--- src/sv/assert_macros.svh ---
// ----------------------------------------------------------------------------
// Assertion macros
// Clocked property checks used by the top-level unit; compiled out by ASSERT_OFF.
// ----------------------------------------------------------------------------
`ifndef ASSERT_MACROS_SVH
`define ASSERT_MACROS_SVH

`ifndef ASSERT_OFF
`define ASSERT_PROP(lbl, clk, rst, prop, msg) \
  lbl: assert property (@(posedge clk) disable iff (rst) (prop)) else $error(msg);
`define ASSERT_NEVER(lbl, clk, rst, expr, msg) \
  lbl: assert property (@(posedge clk) disable iff (rst) !(expr)) else $error(msg);
`else
`define ASSERT_PROP(lbl, clk, rst, prop, msg)
`define ASSERT_NEVER(lbl, clk, rst, expr, msg)
`endif

`endif

--- src/sv/cfs_pkg.sv ---
// ----------------------------------------------------------------------------
// cfs_pkg
// Widths, register map and shared types of the circle fill scan generator.
// ----------------------------------------------------------------------------
package cfs_pkg;

  localparam int COORD_BITS_DEF = 12;
  localparam int COLOR_BITS_DEF = 24;

  localparam int CENTER_BITS = 12;
  localparam int RADIUS_BITS = 11;
  localparam int DIM_BITS    = 13;
  localparam int ADDR_BITS   = 24;
  localparam int PIXEL_BITS  = 24;

  localparam int CFG_ADDR_BITS = 3;
  localparam int CFG_DATA_BITS = 24;

  typedef enum logic [CFG_ADDR_BITS-1:0] {
    REG_CENTER_X     = 3'd0,
    REG_CENTER_Y     = 3'd1,
    REG_RADIUS       = 3'd2,
    REG_FILL_VALUE   = 3'd3,
    REG_IMAGE_WIDTH  = 3'd4,
    REG_IMAGE_HEIGHT = 3'd5
  } cfg_reg_t;

  typedef struct packed {
    logic done;
    logic last;
  } scan_flags_t;

endpackage

--- src/sv/cfs_intf.sv ---
// ----------------------------------------------------------------------------
// cfs_intf
// Valid/ready channels: step input, pixel result and configuration write.
// ----------------------------------------------------------------------------
interface cfs_step_if;
  logic valid;
  logic ready;
  logic restart;

  modport source (output valid, output restart, input ready);
  modport sink   (input valid, input restart, output ready);
endinterface

interface cfs_pixel_if;
  logic                          valid;
  logic                          ready;
  logic                          write_enable;
  logic [cfs_pkg::ADDR_BITS-1:0] pixel_address;
  logic [cfs_pkg::PIXEL_BITS-1:0] pixel_color;
  logic                          last;
  logic                          done_res;

  modport source (output valid, output write_enable, output pixel_address,
                  output pixel_color, output last, output done_res, input ready);
  modport sink   (input valid, input write_enable, input pixel_address,
                  input pixel_color, input last, input done_res, output ready);
endinterface

interface cfs_cfg_if;
  logic                              valid;
  logic                              ready;
  logic [cfs_pkg::CFG_ADDR_BITS-1:0] addr;
  logic [cfs_pkg::CFG_DATA_BITS-1:0] data;

  modport source (output valid, output addr, output data, input ready);
  modport sink   (input valid, input addr, input data, output ready);
endinterface

--- src/sv/cfs_scan_ctrl.sv ---
// ----------------------------------------------------------------------------
// cfs_scan_ctrl
// Bounding box raster counters; registers the position of each accepted beat.
// ----------------------------------------------------------------------------
module cfs_scan_ctrl #(
  parameter int COORD_BITS = cfs_pkg::COORD_BITS_DEF
) (
  input  logic                            clk,
  input  logic                            rst,
  input  logic                            en,
  input  logic                            accept,
  input  logic                            restart,
  input  logic [cfs_pkg::RADIUS_BITS-1:0] radius,
  output logic                            pos_valid,
  output logic [COORD_BITS-1:0]           pos_row,
  output logic [COORD_BITS-1:0]           pos_col,
  output cfs_pkg::scan_flags_t            pos_flags
);

  localparam int LW = ((COORD_BITS > cfs_pkg::RADIUS_BITS + 1) ?
                       COORD_BITS : cfs_pkg::RADIUS_BITS + 1) + 1;

  logic [COORD_BITS-1:0] scan_row, scan_row_next;
  logic [COORD_BITS-1:0] scan_col, scan_col_next;
  logic                  finished, finished_next;

  logic [LW-1:0]         lim_wide;
  logic [COORD_BITS-1:0] limit;
  logic [COORD_BITS-1:0] row_c, col_c;
  logic                  fin_c, row_end, is_last;

  // box side limit 2r, saturated to the counter range
  assign lim_wide = LW'(radius) << 1;
  assign limit    = (lim_wide > LW'({COORD_BITS{1'b1}})) ? '1 : lim_wide[COORD_BITS-1:0];

  assign row_c   = (accept && restart) ? '0 : scan_row;
  assign col_c   = (accept && restart) ? '0 : scan_col;
  assign fin_c   = (accept && restart) ? 1'b0 : finished;
  assign row_end = col_c >= limit;
  assign is_last = row_end && (row_c >= limit);

  always_comb begin
    scan_row_next = scan_row;
    scan_col_next = scan_col;
    finished_next = finished;
    if (accept) begin
      scan_row_next = row_c;
      scan_col_next = col_c;
      finished_next = fin_c;
      if (!fin_c) begin
        if (is_last) begin
          finished_next = 1'b1;
        end else if (row_end) begin
          scan_col_next = '0;
          scan_row_next = row_c + 1'b1;
        end else begin
          scan_col_next = col_c + 1'b1;
        end
      end
    end
  end

  always_ff @(posedge clk) begin
    if (rst) begin
      scan_row  <= '0;
      scan_col  <= '0;
      finished  <= 1'b1;
      pos_valid <= 1'b0;
    end else begin
      scan_row <= scan_row_next;
      scan_col <= scan_col_next;
      finished <= finished_next;
      if (en) begin
        pos_valid <= accept;
      end
    end
  end

  always_ff @(posedge clk) begin
    if (accept) begin
      pos_row        <= row_c;
      pos_col        <= col_c;
      pos_flags.done <= fin_c;
      pos_flags.last <= !fin_c && is_last;
    end
  end

endmodule

--- src/sv/cfs_pixel_eval.sv ---
// ----------------------------------------------------------------------------
// cfs_pixel_eval
// Three-stage pipe: offsets and clipping, squares and row product, result.
// ----------------------------------------------------------------------------
module cfs_pixel_eval #(
  parameter int COORD_BITS = cfs_pkg::COORD_BITS_DEF,
  parameter int COLOR_BITS = cfs_pkg::COLOR_BITS_DEF
) (
  input  logic                                   clk,
  input  logic                                   rst,
  input  logic                                   en,
  input  logic                                   pos_valid,
  input  logic [COORD_BITS-1:0]                  pos_row,
  input  logic [COORD_BITS-1:0]                  pos_col,
  input  cfs_pkg::scan_flags_t                   pos_flags,
  input  logic signed [cfs_pkg::CENTER_BITS-1:0] center_x,
  input  logic signed [cfs_pkg::CENTER_BITS-1:0] center_y,
  input  logic [cfs_pkg::RADIUS_BITS-1:0]        radius,
  input  logic [((COLOR_BITS < cfs_pkg::PIXEL_BITS) ?
                 COLOR_BITS : cfs_pkg::PIXEL_BITS)-1:0] fill_value,
  input  logic [cfs_pkg::DIM_BITS-1:0]           image_width,
  input  logic [cfs_pkg::DIM_BITS-1:0]           image_height,
  output logic                                   res_valid,
  output logic                                   write_enable,
  output logic [cfs_pkg::ADDR_BITS-1:0]          pixel_address,
  output logic [cfs_pkg::PIXEL_BITS-1:0]         pixel_color,
  output logic                                   last,
  output logic                                   done_res
);

  localparam int PW  = ((COORD_BITS > cfs_pkg::CENTER_BITS) ?
                        COORD_BITS : cfs_pkg::CENTER_BITS) + 2;
  localparam int SQW = 2 * PW;
  localparam int DW  = cfs_pkg::DIM_BITS;
  localparam int RRW = 2 * cfs_pkg::RADIUS_BITS;
  localparam int MW  = 2 * DW;

  logic signed [PW-1:0] cx_e, cy_e, r_e, col_e, row_e, wd_e, ht_e;
  logic signed [PW-1:0] px_c, py_c, dx_c, dy_c;

  // stage 2
  logic                 v2;
  logic signed [PW-1:0] px2, py2, dx2, dy2;
  logic                 in_img2;
  logic [RRW-1:0]       rr2;
  cfs_pkg::scan_flags_t flags2;

  // stage 3
  logic                 v3;
  logic [SQW-1:0]       dxsq3, dysq3;
  logic [MW-1:0]        rowoff3;
  logic [DW-1:0]        px3;
  logic                 in_img3;
  logic [RRW-1:0]       rr3;
  cfs_pkg::scan_flags_t flags3;

  logic [SQW:0]         dist3;
  logic                 we3;
  logic [MW-1:0]        addr3;

  assign cx_e  = PW'(center_x);
  assign cy_e  = PW'(center_y);
  assign r_e   = PW'(radius);
  assign col_e = PW'(pos_col);
  assign row_e = PW'(pos_row);
  assign wd_e  = PW'(image_width);
  assign ht_e  = PW'(image_height);

  assign px_c = cx_e - r_e + col_e;
  assign py_c = cy_e - r_e + row_e;
  assign dx_c = col_e - r_e;
  assign dy_c = row_e - r_e;

  always_ff @(posedge clk) begin
    if (rst) begin
      v2        <= 1'b0;
      v3        <= 1'b0;
      res_valid <= 1'b0;
    end else if (en) begin
      v2        <= pos_valid;
      v3        <= v2;
      res_valid <= v3;
    end
  end

  always_ff @(posedge clk) begin
    if (en) begin
      px2     <= px_c;
      py2     <= py_c;
      dx2     <= dx_c;
      dy2     <= dy_c;
      in_img2 <= !px_c[PW-1] && !py_c[PW-1] && (px_c < wd_e) && (py_c < ht_e);
      rr2     <= RRW'(radius) * RRW'(radius);
      flags2  <= pos_flags;

      dxsq3   <= SQW'(dx2 * dx2);
      dysq3   <= SQW'(dy2 * dy2);
      rowoff3 <= MW'(py2[DW-1:0]) * MW'(image_width);
      px3     <= px2[DW-1:0];
      in_img3 <= in_img2;
      rr3     <= rr2;
      flags3  <= flags2;

      write_enable  <= we3;
      pixel_address <= we3 ? cfs_pkg::ADDR_BITS'(addr3) : '0;
      pixel_color   <= flags3.done ? '0 : cfs_pkg::PIXEL_BITS'(fill_value);
      last          <= flags3.last;
      done_res      <= flags3.done;
    end
  end

  assign dist3 = (SQW + 1)'(dxsq3) + (SQW + 1)'(dysq3);
  assign we3   = !flags3.done && in_img3 && (dist3 <= (SQW + 1)'(rr3));
  assign addr3 = rowoff3 + MW'(px3);

endmodule

--- src/sv/circle_fill_scan_generator_unit.sv ---
// ----------------------------------------------------------------------------
// circle_fill_scan_generator_unit
// Filled circle rasterizer: raster scan of the circle's bounding box.
// ----------------------------------------------------------------------------
// Each step beat yields one pixel beat; a new step is taken every clock while
// the pixel channel keeps up, and the result passes in order through the
// position register, which loads at the accepting edge, then the offset and
// clipping stage, the multiplier stage (squared distance and row times width),
// and the compare and address result register. A stall on the pixel channel
// holds the whole pipe. The box is 2r+1 positions per side, scanned row by
// row; restart rewinds it, the final position carries last, and steps after
// it return done_res with no write. Configuration writes are taken at any
// time and apply at once; write them only while no step is in flight.
// ----------------------------------------------------------------------------
`include "assert_macros.svh"

module circle_fill_scan_generator_unit #(
  parameter int COORD_BITS = cfs_pkg::COORD_BITS_DEF,
  parameter int COLOR_BITS = cfs_pkg::COLOR_BITS_DEF
) (
  input  logic  clk,
  input  logic  rst,
  cfs_step_if.sink    step,
  cfs_pixel_if.source pixel,
  cfs_cfg_if.sink     cfg
);

  localparam int CW = (COLOR_BITS < cfs_pkg::PIXEL_BITS) ? COLOR_BITS : cfs_pkg::PIXEL_BITS;

  logic signed [cfs_pkg::CENTER_BITS-1:0] center_x, center_y;
  logic [cfs_pkg::RADIUS_BITS-1:0]        radius;
  logic [CW-1:0]                          fill_value;
  logic [cfs_pkg::DIM_BITS-1:0]           image_width, image_height;

  logic                 en, accept;
  logic                 s1_valid;
  logic [COORD_BITS-1:0] s1_row, s1_col;
  cfs_pkg::scan_flags_t s1_flags;

  // pipe advances unless a result waits on the output
  assign en         = !(pixel.valid && !pixel.ready);
  assign step.ready = en;
  assign accept     = step.valid && en;
  assign cfg.ready  = 1'b1;

  always_ff @(posedge clk) begin
    if (rst) begin
      center_x     <= '0;
      center_y     <= '0;
      radius       <= '0;
      fill_value   <= '0;
      image_width  <= cfs_pkg::DIM_BITS'(1);
      image_height <= cfs_pkg::DIM_BITS'(1);
    end else if (cfg.valid) begin
      case (cfg.addr)
        cfs_pkg::REG_CENTER_X:     center_x     <= cfg.data[cfs_pkg::CENTER_BITS-1:0];
        cfs_pkg::REG_CENTER_Y:     center_y     <= cfg.data[cfs_pkg::CENTER_BITS-1:0];
        cfs_pkg::REG_RADIUS:       radius       <= cfg.data[cfs_pkg::RADIUS_BITS-1:0];
        cfs_pkg::REG_FILL_VALUE:   fill_value   <= cfg.data[CW-1:0];
        cfs_pkg::REG_IMAGE_WIDTH:  image_width  <= cfg.data[cfs_pkg::DIM_BITS-1:0];
        cfs_pkg::REG_IMAGE_HEIGHT: image_height <= cfg.data[cfs_pkg::DIM_BITS-1:0];
        default: ;
      endcase
    end
  end

  cfs_scan_ctrl #(
    .COORD_BITS (COORD_BITS)
  ) u_scan (
    .clk       (clk),
    .rst       (rst),
    .en        (en),
    .accept    (accept),
    .restart   (step.restart),
    .radius    (radius),
    .pos_valid (s1_valid),
    .pos_row   (s1_row),
    .pos_col   (s1_col),
    .pos_flags (s1_flags)
  );

  cfs_pixel_eval #(
    .COORD_BITS (COORD_BITS),
    .COLOR_BITS (COLOR_BITS)
  ) u_eval (
    .clk           (clk),
    .rst           (rst),
    .en            (en),
    .pos_valid     (s1_valid),
    .pos_row       (s1_row),
    .pos_col       (s1_col),
    .pos_flags     (s1_flags),
    .center_x      (center_x),
    .center_y      (center_y),
    .radius        (radius),
    .fill_value    (fill_value),
    .image_width   (image_width),
    .image_height  (image_height),
    .res_valid     (pixel.valid),
    .write_enable  (pixel.write_enable),
    .pixel_address (pixel.pixel_address),
    .pixel_color   (pixel.pixel_color),
    .last          (pixel.last),
    .done_res      (pixel.done_res)
  );

  `ASSERT_PROP(a_restart_scans, clk, rst,
               (step.valid && step.ready && step.restart) |=> (s1_valid && !s1_flags.done),
               "restart beat did not start a scan")
  `ASSERT_PROP(a_done_quiet, clk, rst,
               (pixel.valid && pixel.done_res) |-> (!pixel.write_enable && !pixel.last &&
               pixel.pixel_address == '0 && pixel.pixel_color == '0),
               "done beat carries a position")
  `ASSERT_NEVER(a_last_done, clk, rst, pixel.valid && pixel.last && pixel.done_res,
                "last and done on one beat")
  `ASSERT_PROP(a_idle_addr, clk, rst,
               (pixel.valid && !pixel.write_enable) |-> (pixel.pixel_address == '0),
               "address set without write")

endmodule
--- src/flat_wrapper.sv ---
// flat-port wrapper written by rule: the top's interface ports become plain ports
module circle_fill_scan_generator_unit_flat 
#(
  parameter int COORD_BITS = cfs_pkg::COORD_BITS_DEF,
  parameter int COLOR_BITS = cfs_pkg::COLOR_BITS_DEF
)
  (clk, rst, step_valid, step_restart, step_ready, pixel_valid, pixel_write_enable, pixel_pixel_address, pixel_pixel_color, pixel_last, pixel_done_res, pixel_ready, cfg_valid, cfg_addr, cfg_data, cfg_ready);
  cfs_step_if step_i ();
  cfs_pixel_if pixel_i ();
  cfs_cfg_if cfg_i ();
  input  logic clk;
  input  logic rst;
  input wire logic [$bits(step_i.valid)-1:0] step_valid;
  input wire logic [$bits(step_i.restart)-1:0] step_restart;
  output wire logic [$bits(step_i.ready)-1:0] step_ready;
  output wire logic [$bits(pixel_i.valid)-1:0] pixel_valid;
  output wire logic [$bits(pixel_i.write_enable)-1:0] pixel_write_enable;
  output wire logic [$bits(pixel_i.pixel_address)-1:0] pixel_pixel_address;
  output wire logic [$bits(pixel_i.pixel_color)-1:0] pixel_pixel_color;
  output wire logic [$bits(pixel_i.last)-1:0] pixel_last;
  output wire logic [$bits(pixel_i.done_res)-1:0] pixel_done_res;
  input wire logic [$bits(pixel_i.ready)-1:0] pixel_ready;
  input wire logic [$bits(cfg_i.valid)-1:0] cfg_valid;
  input wire logic [$bits(cfg_i.addr)-1:0] cfg_addr;
  input wire logic [$bits(cfg_i.data)-1:0] cfg_data;
  output wire logic [$bits(cfg_i.ready)-1:0] cfg_ready;
  assign step_i.valid = step_valid;
  assign step_i.restart = step_restart;
  assign step_ready = step_i.ready;
  assign pixel_valid = pixel_i.valid;
  assign pixel_write_enable = pixel_i.write_enable;
  assign pixel_pixel_address = pixel_i.pixel_address;
  assign pixel_pixel_color = pixel_i.pixel_color;
  assign pixel_last = pixel_i.last;
  assign pixel_done_res = pixel_i.done_res;
  assign pixel_i.ready = pixel_ready;
  assign cfg_i.valid = cfg_valid;
  assign cfg_i.addr = cfg_addr;
  assign cfg_i.data = cfg_data;
  assign cfg_ready = cfg_i.ready;
  circle_fill_scan_generator_unit #(.COORD_BITS(COORD_BITS), .COLOR_BITS(COLOR_BITS)) u_core (.clk(clk), .rst(rst), .step(step_i), .pixel(pixel_i), .cfg(cfg_i));
endmodule
--- config.mk ---
export PLATFORM = sky130hd
export DESIGN_NAME = circle_fill_scan_generator_unit_flat
export DESIGN_NICKNAME = d
export VERILOG_FILES = /design/src/sv/cfs_pkg.sv /design/src/sv/cfs_intf.sv /design/src/sv/cfs_scan_ctrl.sv /design/src/sv/cfs_pixel_eval.sv /design/src/sv/circle_fill_scan_generator_unit.sv /design/src/flat_wrapper.sv
export VERILOG_INCLUDE_DIRS = /design/src /design/src/sv
export SDC_FILE = /design/constraint.sdc
export NUM_CORES = 2
export LEC_CHECK = 0
export BUFFER_PORTS_ARGS = -buffer_cell sky130_fd_sc_hd__clkbuf_2
export CORE_MARGIN = 10
export CORE_UTILIZATION = 30
export CTS_BUF_LIST = sky130_fd_sc_hd__clkbuf_8
export DETAILED_ROUTE_END_ITERATION = 8
export PLACE_DENSITY_LB_ADDON = 0.2
export SLEW_MARGIN = 5
export SYNTH_ARGS = -nofsm -noshare
export SYNTH_HDL_FRONTEND = slang
export SYNTH_SLANG_ARGS = --single-unit
--- constraint.sdc ---
create_clock -name clk -period 11.1 [get_ports clk]
set_clock_uncertainty 0.1 [all_clocks]
set_input_delay 1.665 -clock clk [delete_from_list [all_inputs] [get_ports clk]]
set_output_delay 1.665 -clock clk [all_outputs]
set_load 0.02 [all_outputs]
Word-level counts from Yosys, hierarchy flattened
Index checks and enable logic that the tools add are counted.
{"block": "word_totals", "input_bits": 33, "ff_bits": 386, "elab_cells": 98}
{"block": "op_classes", "n_reduce_logical": 23, "mux": 12, "n_addsub": 10, "magnitude_cmp": 6, "mul": 4, "n_eq_ne": 5}
{"operator": "two-way mux 12 bit", "count": 9}
{"operator": "multiplier 13 x 13 -> 26 bit", "count": 2}
{"operator": "adder 28 x 28 -> 29 bit", "count": 1}
{"operator": "less-or-equal comparator 29 x 22 -> 1 bit", "count": 1}
{"operator": "adder 13 x 13 -> 14 bit", "count": 2}
{"operator": "less-than comparator 14 bit", "count": 2}
{"operator": "subtractor 12 x 11 -> 13 bit", "count": 2}
{"operator": "subtractor 12 x 12 -> 13 bit", "count": 2}
{"operator": "adder 12 x 1 -> 12 bit (second input constant)", "count": 2}
{"operator": "adder 24 x 13 -> 24 bit", "count": 1}
{"operator": ">= comparator 12 bit", "count": 2}
{"operator": "multiplier 13 x 13 -> 24 bit", "count": 1}
{"operator": "multiplier 11 x 11 -> 22 bit", "count": 1}
{"operator": "greater-than comparator 12 bit (second input constant)", "count": 1}
{"operator": "AND reduction 2 bit", "count": 6}
{"operator": "logical AND 1 bit", "count": 10}
{"operator": "equality test 3 x 2 -> 1 bit (second input constant)", "count": 2}
{"operator": "equality test 3 bit (second input constant)", "count": 2}
{"operator": "logical NOT 1 bit", "count": 6}
{"operator": "equality test 3 x 1 -> 1 bit (second input constant)", "count": 1}
{"operator": "logical NOT 3 bit", "count": 1}
{"operator": "two-way mux 1 bit", "count": 3}

Logic depth before layout (Yosys ltp)
{"block": "depth", "ltp_word": 10, "depth_mapped": 24, "mapped_depth_nobuf": 22}

Cells and area by module
A second synthesis with hierarchy kept.
{"block": "hier_totals", "hier_cells": 4027, "area_unflattened_um2": 40091.0}
{"mod": "cfs_pixel_eval", "cells_per_inst": 3383, "n_inst": 1, "seq_area_each_um2": 7206.9, "area_per_inst_um2": 33574.7}
{"mod": "circle_fill_scan_generator_unit", "cells_per_inst": 317, "n_inst": 1, "seq_area_each_um2": 1701.6, "area_per_inst_um2": 3454.6}
{"mod": "cfs_scan_ctrl", "cells_per_inst": 327, "n_inst": 1, "seq_area_each_um2": 1301.2, "area_per_inst_um2": 3061.7}

Least setup slack after synthesis
OpenSTA, ideal clock, no wires.
{"block": "synth_timing", "path_kind": "input port to flip-flop", "start": "input pixel_ready", "end": "register u_core.u_scan.scan_row[9]", "stages": 16, "arrival_time_ps": 10871, "path_slack_ps": 8, "required_ps": 10879, "cell_sequence": "nor2b_1 inv_1 nand2_1 inv_1 nand2_1 clkbuf_1 clkbuf_1 and2_1 ha_1 a211o_1 a211oi_1 o21a_1 nor2_1 nor3_1 nor4bb_1 mux2_2"}
{"block": "synth_between", "elab_chain_cells": 10}
{"item": "start, declared", "line": "flat_wrapper.sv:22", "source": "input wire logic [$bits(pixel_i.ready)-1:0] pixel_ready;"}
{"item": "logical NOT 1 bit", "line": "circle_fill_scan_generator_unit.sv:41", "source": "assign en = !(pixel.valid && !pixel.ready);"}
{"item": "logical AND 1 bit", "line": "circle_fill_scan_generator_unit.sv:41"}
{"item": "logical NOT 1 bit", "line": "circle_fill_scan_generator_unit.sv:41"}
{"item": "net step_ready", "line": "flat_wrapper.sv:15", "source": "output wire logic [$bits(step_i.ready)-1:0] step_ready;"}
{"item": "logical AND 1 bit", "line": "circle_fill_scan_generator_unit.sv:43", "source": "assign accept = step.valid && en;"}
{"item": "net u_core.accept", "line": "circle_fill_scan_generator_unit.sv:35", "source": "logic en, accept;"}
{"item": "logical AND 1 bit", "line": "cfs_scan_ctrl.sv:36", "source": "assign row_c = (accept && restart) ? '0 : scan_row;"}
{"item": "two-way mux 12 bit", "line": "cfs_scan_ctrl.sv:36"}
{"item": "net u_core.u_scan.row_c[10]", "line": "cfs_scan_ctrl.sv:29", "source": "logic [COORD_BITS-1:0] row_c, col_c;"}
{"item": ">= comparator 12 bit", "line": "cfs_scan_ctrl.sv:40", "source": "assign is_last = row_end && (row_c >= limit);"}
{"item": "logical AND 1 bit", "line": "cfs_scan_ctrl.sv:40"}
{"item": "two-way mux 12 bit", "line": "cfs_scan_ctrl.sv:51", "source": "if (is_last) begin"}
{"item": "two-way mux 12 bit", "line": "cfs_scan_ctrl.sv:50", "source": "if (!fin_c) begin"}
{"item": "end signal, assigned", "line": "cfs_scan_ctrl.sv:70", "source": "scan_row <= scan_row_next;"}
{"item": "end, declared", "line": "cfs_scan_ctrl.sv:23", "source": "logic [COORD_BITS-1:0] scan_row, scan_row_next;"}
The timed path passes the listed nets, and every way through them passes these cells.
A chain may end at the register's enable or synchronous reset.

Worst setup path in the final report
{"block": "layout_timing", "start": "register u_core.u_eval.dx2[12] (netlist name)", "end": "register u_core.u_eval.dxsq3[24], data pin"}
{"block": "layout_between", "elab_chain_cells": 1}
{"item": "multiplier 13 x 13 -> 26 bit", "line": "cfs_pixel_eval.sv:96", "source": "dxsq3 <= SQW'(dx2 * dx2);"}
{"item": "end signal, assigned", "line": "cfs_pixel_eval.sv:96"}
{"item": "end, declared", "line": "cfs_pixel_eval.sv:50", "source": "logic [SQW-1:0] dxsq3, dysq3;"}
Every way passes these cells.

==> impl_metrics.csv <==
group,metric,value,unit
run_status,outcome,"completed",
timing,slew_headroom,21.6,%
grt,antenna_found_initial,2,
grt,grt_pass1_vias,27200,
worst_setup_path,criticalPathCategory,"flop to flop",
logic_synthesis,yosys.cell_types.count,73,
timing,setup_tns,0,ps
finish,drive_above_1_share,6.24,%
worst_hold_path,worst_hold_path_type,"flop to flop",
pwr,vdd_drop_max,0.000335,V
die,rows,131,
logic_synthesis,synth_edf_count,264,
timing,fmax,0.148,GHz
logic_synthesis,synthTopCellsByArea,"fa_1, edfxtp_1, ha_1, inv_1, dfxtp_1",
drt,drt_wl_total,93500,µm
logic_synthesis,ys_warn_count,0,
worst_setup_path,critPathMaxFanout,24,
timing,rsz0062_at_grt,"false",
timing,worst_pin_slew,1170,ps
timing,maxSlewViolCount,0,
drt,drt-wirelength-per-cell,16.0,µm
job,timing.max_cap.violations,0,
timing,finalCritPeriodShare,60.7,%
worst_setup_path,reg2reg_to,"u_core.u_eval.dxsq3[24]",
die,pin_count,87,
drt,drtIter0Drc,1410,
clock_network,h-tree-depth,3,
clock_network,hold_buffers,0,
clock_network,cts_buffer_depth,3,
worst_setup_path,r2r_setup_slack,4360,ps
logic_synthesis,yosysTopAreaCell,"fa_1",
timing,final.min_clock_period,6740,ps
logic_synthesis,async_flop_share,0,%
worst_hold_path,min_from,"u_core.u_eval.rr2[19]",
pwr,p_leak,20.1,nW
finish,fillerInstances,13300,
worst_setup_path,worstPathRequired,11420,ps
logic_synthesis,synth.avg_cell_area,9.72,µm²
clock_network,clk_pin_slew_worst_paths,60,ps
grt,grt_use_total,13.3,%
logic_synthesis,synth_seq_area_share,26.3,%
die,die_h,379,µm
die,design.core.area,128000,µm²
finish,nNetsFinal,4989,
worst_hold_path,min_to,"u_core.u_eval.rr3[19]",
placement,place.gp.congestion,0.809,
finish,syn_to_final_growth,9.88,%
timing,hold_viol,0,
logic_synthesis,synth_nets,4926,
worst_setup_path,r2r-start,"u_core.u_eval.dx2[12]",
finish,post-route-util,33.3,%
logic_synthesis,synth_seq_cells,378,
drt,drtAntennaViolNets,0,
die,die_width,379,µm
placement,io_buffers,85,
clock_network,worstSkewPairLatency,700,ps
grt,grt_overflow,0,
worst_setup_path,start_kind,"flop",
logic_synthesis,ys.flop_type,"edfxtp_1",
drt,dr_total_vias,26200,
logic_synthesis,synth_top_area_share,25.5,%
die,die-area,144000,µm²
logic_synthesis,syn_inst,3985,
logic_synthesis,synth_area,38800,µm²
worst_hold_path,hold_depth,0,
drt,drt-pass1-iter-count,5,
pwr,p_per_area,315,nW/µm²
worst_setup_path,arrival,7060,ps
clock_network,cts-root-buf,"clkbuf_8",
clock_network,cts_sinks,378,
clock_network,cts_setup_buffers,0,
timing,finalSetupViolCount,0,
drt,via_per_inst,4.49,
pwr,finalPower,13.4,mW
grt,grt_max_degree,99,
grt,grt_first_pass_wirelength,153000,µm
clock_network,cts_buffers,74,
clock_network,cts_tree,"built",
placement,hpwlAfterDp,73700,µm
die,initial_core_util,30.3,%
worst_setup_path,rr_worst_depth,19,
worst_setup_path,crit_path_end_kind,"flop",
clock_network,cts_resized,0,
drt,drc_errors,0,
==> routing by layer <==
layer	share of wire [%]	vias to the layer above	global-route usage, %
li1	-	12800	-
met5	0	-	0
met3	4.6	80	2.09
met4	1.3	0	2.52
met2	46	434	21.3
met1	48	12800	18.9
==> worst max-delay path, cell delays in order (launching register included) <==
cell,delay [ps]
edfxtp_1,910
nand2_1,290
inv_1,150
fa_1,420
inv_1,90
fa_1,430
inv_1,90
fa_1,450
fa_1,560
fa_1,410
ha_1,280
ha_1,320
a211o_1,300
a2111oi_0,380
o21bai_1,170
o311ai_0,460
a31oi_1,200
a21o_1,210
a21oi_1,170
xnor2_1,80
==> synth_stat cells (8+ instances only) <==
cell type / count
inv_1: 810
nand2_1: 500
fa_1: 494
ha_1: 414
edfxtp_1: 264
a21oi_1: 180
nor2_1: 179
and2_1: 140
xnor2_1: 128
dfxtp_1: 114
clkbuf_1: 110
nor2b_1: 71
o21ai_0: 71
xor2_1: 56
a21o_1: 52
nand3_1: 43
nor3_1: 42
nand2b_1: 29
a31oi_1: 23
a211oi_1: 21
nor2_4: 17
o21a_1: 16
and3_1: 15
nand4_1: 15
o21bai_1: 15
or3_1: 11
a21boi_0: 10
or2_2: 8
==> through the flow <==
stage	setup slack [ps]	hold slack, ps	std cells	area (µm²)
final	4360	306	5837	42600
after global routing	3910	309	5837	42600
after CTS	4320	309	5834	42600
after detailed placement	4340	305	5701	41000
after global placement	4400	300	5701	41000
after floorplan	8.31	300	3985	38800
==> logic make-up (layout without fill, tap and decap cells) <==
group	Yosys count	count (layout)	synth area share, %
buffers and inverters	926	1046	9.06
AO/OA/AOI/OAI	479	479	7.87
other	1	4	0.00968
adder cells (fa/ha/maj)	908	908	38.9
multiplexers	7	7	0.190
flip-flops	378	378	26.3
AND/OR/NAND/NOR	1102	1102	13.5
XOR/XNOR	184	184	4.16
==> area by class of cell <==
type                            instances  area [µm²]  share of cell area [%]
Multi-Input combinational cell       2681       25000                    58.8
Inverter                              811        3050                    7.17
Clock buffer                           83        1140                    2.68
Sequential cell                       378       10200                    24.0
Clock inverter                         50         412                   0.967
Tap cell                             1729        2160                    5.08
Antenna cell                            3        7.51                  0.0176
Timing Repair Buffer                  102         556                    1.30
==> layout by cell type, fill, tap and decap left out, types with 15 or more instances in the layout <==
master	instances
o21ai_0	70
nor3_1	41
o21bai_1	15
a211oi_1	21
nor2_1	179
and2_1	140
clkbuf_8	83
xor2_1	56
inv_1	823
dfxtp_1	114
nand4_1	15
xnor2_1	128
nand2_1	500
fa_1	494
buf_4	18
nand2b_1	29
a31oi_1	23
nor2b_1	71
nor2_4	17
a21o_1	52
clkbuf_2	84
nand3_1	43
ha_1	414
a21oi_1	180
edfxtp_1	264
o21a_1	16
and3_1	15
==> registers in the layout, summed over array words and instances (netlist names), 12 cells and up <==
signal                       flops
u_core.u_scan.pos_row           12
u_core.u_eval.dxsq3             25
u_core.u_scan.scan_row          12
u_core.u_scan.scan_col          12
u_core.u_eval.dysq3             25
u_core.center_x                 12
u_core.image_width              13
u_core.u_eval.pixel_address     24
u_core.center_y                 12
u_core.u_scan.pos_col           12
u_core.u_eval.pixel_color       24
u_core.u_eval.rr2               21
u_core.u_eval.px2               13
u_core.u_eval.rowoff3           24
u_core.image_height             13
u_core.fill_value               24
u_core.u_eval.py2               13
u_core.u_eval.dx2               13
u_core.u_eval.rr3               21
u_core.u_eval.px3               13
u_core.u_eval.dy2               13
==> where the power goes <==
group | total (mW) | internal (mW) | switching [mW]
Clock | 1.50 | 0.835 | 0.668
Combinational | 9.55 | 4.15 | 5.40
Sequential | 2.38 | 2.16 | 0.224
Total | 13.4 | 7.14 | 6.29
==> worst max-delay path by stage <==
stage / start / slack (ps) / endpoint
after detailed placement: u_core.u_eval.dx2[12] / 4340 / u_core.u_eval.dxsq3[24]
after CTS: u_core.u_eval.dx2[12] / 4320 / u_core.u_eval.dxsq3[24]
after global placement: u_core.u_eval.dx2[12] / 4400 / u_core.u_eval.dxsq3[24]
final: u_core.u_eval.dx2[12] / 4360 / u_core.u_eval.dxsq3[24]
after floorplan: pixel_ready / 8 / u_core.u_scan.scan_row[9]
after global routing: u_core.u_eval.dx2[12] / 3910 / u_core.u_eval.dxsq3[24]
No activity file was read; power rests on OpenSTA's default activity.
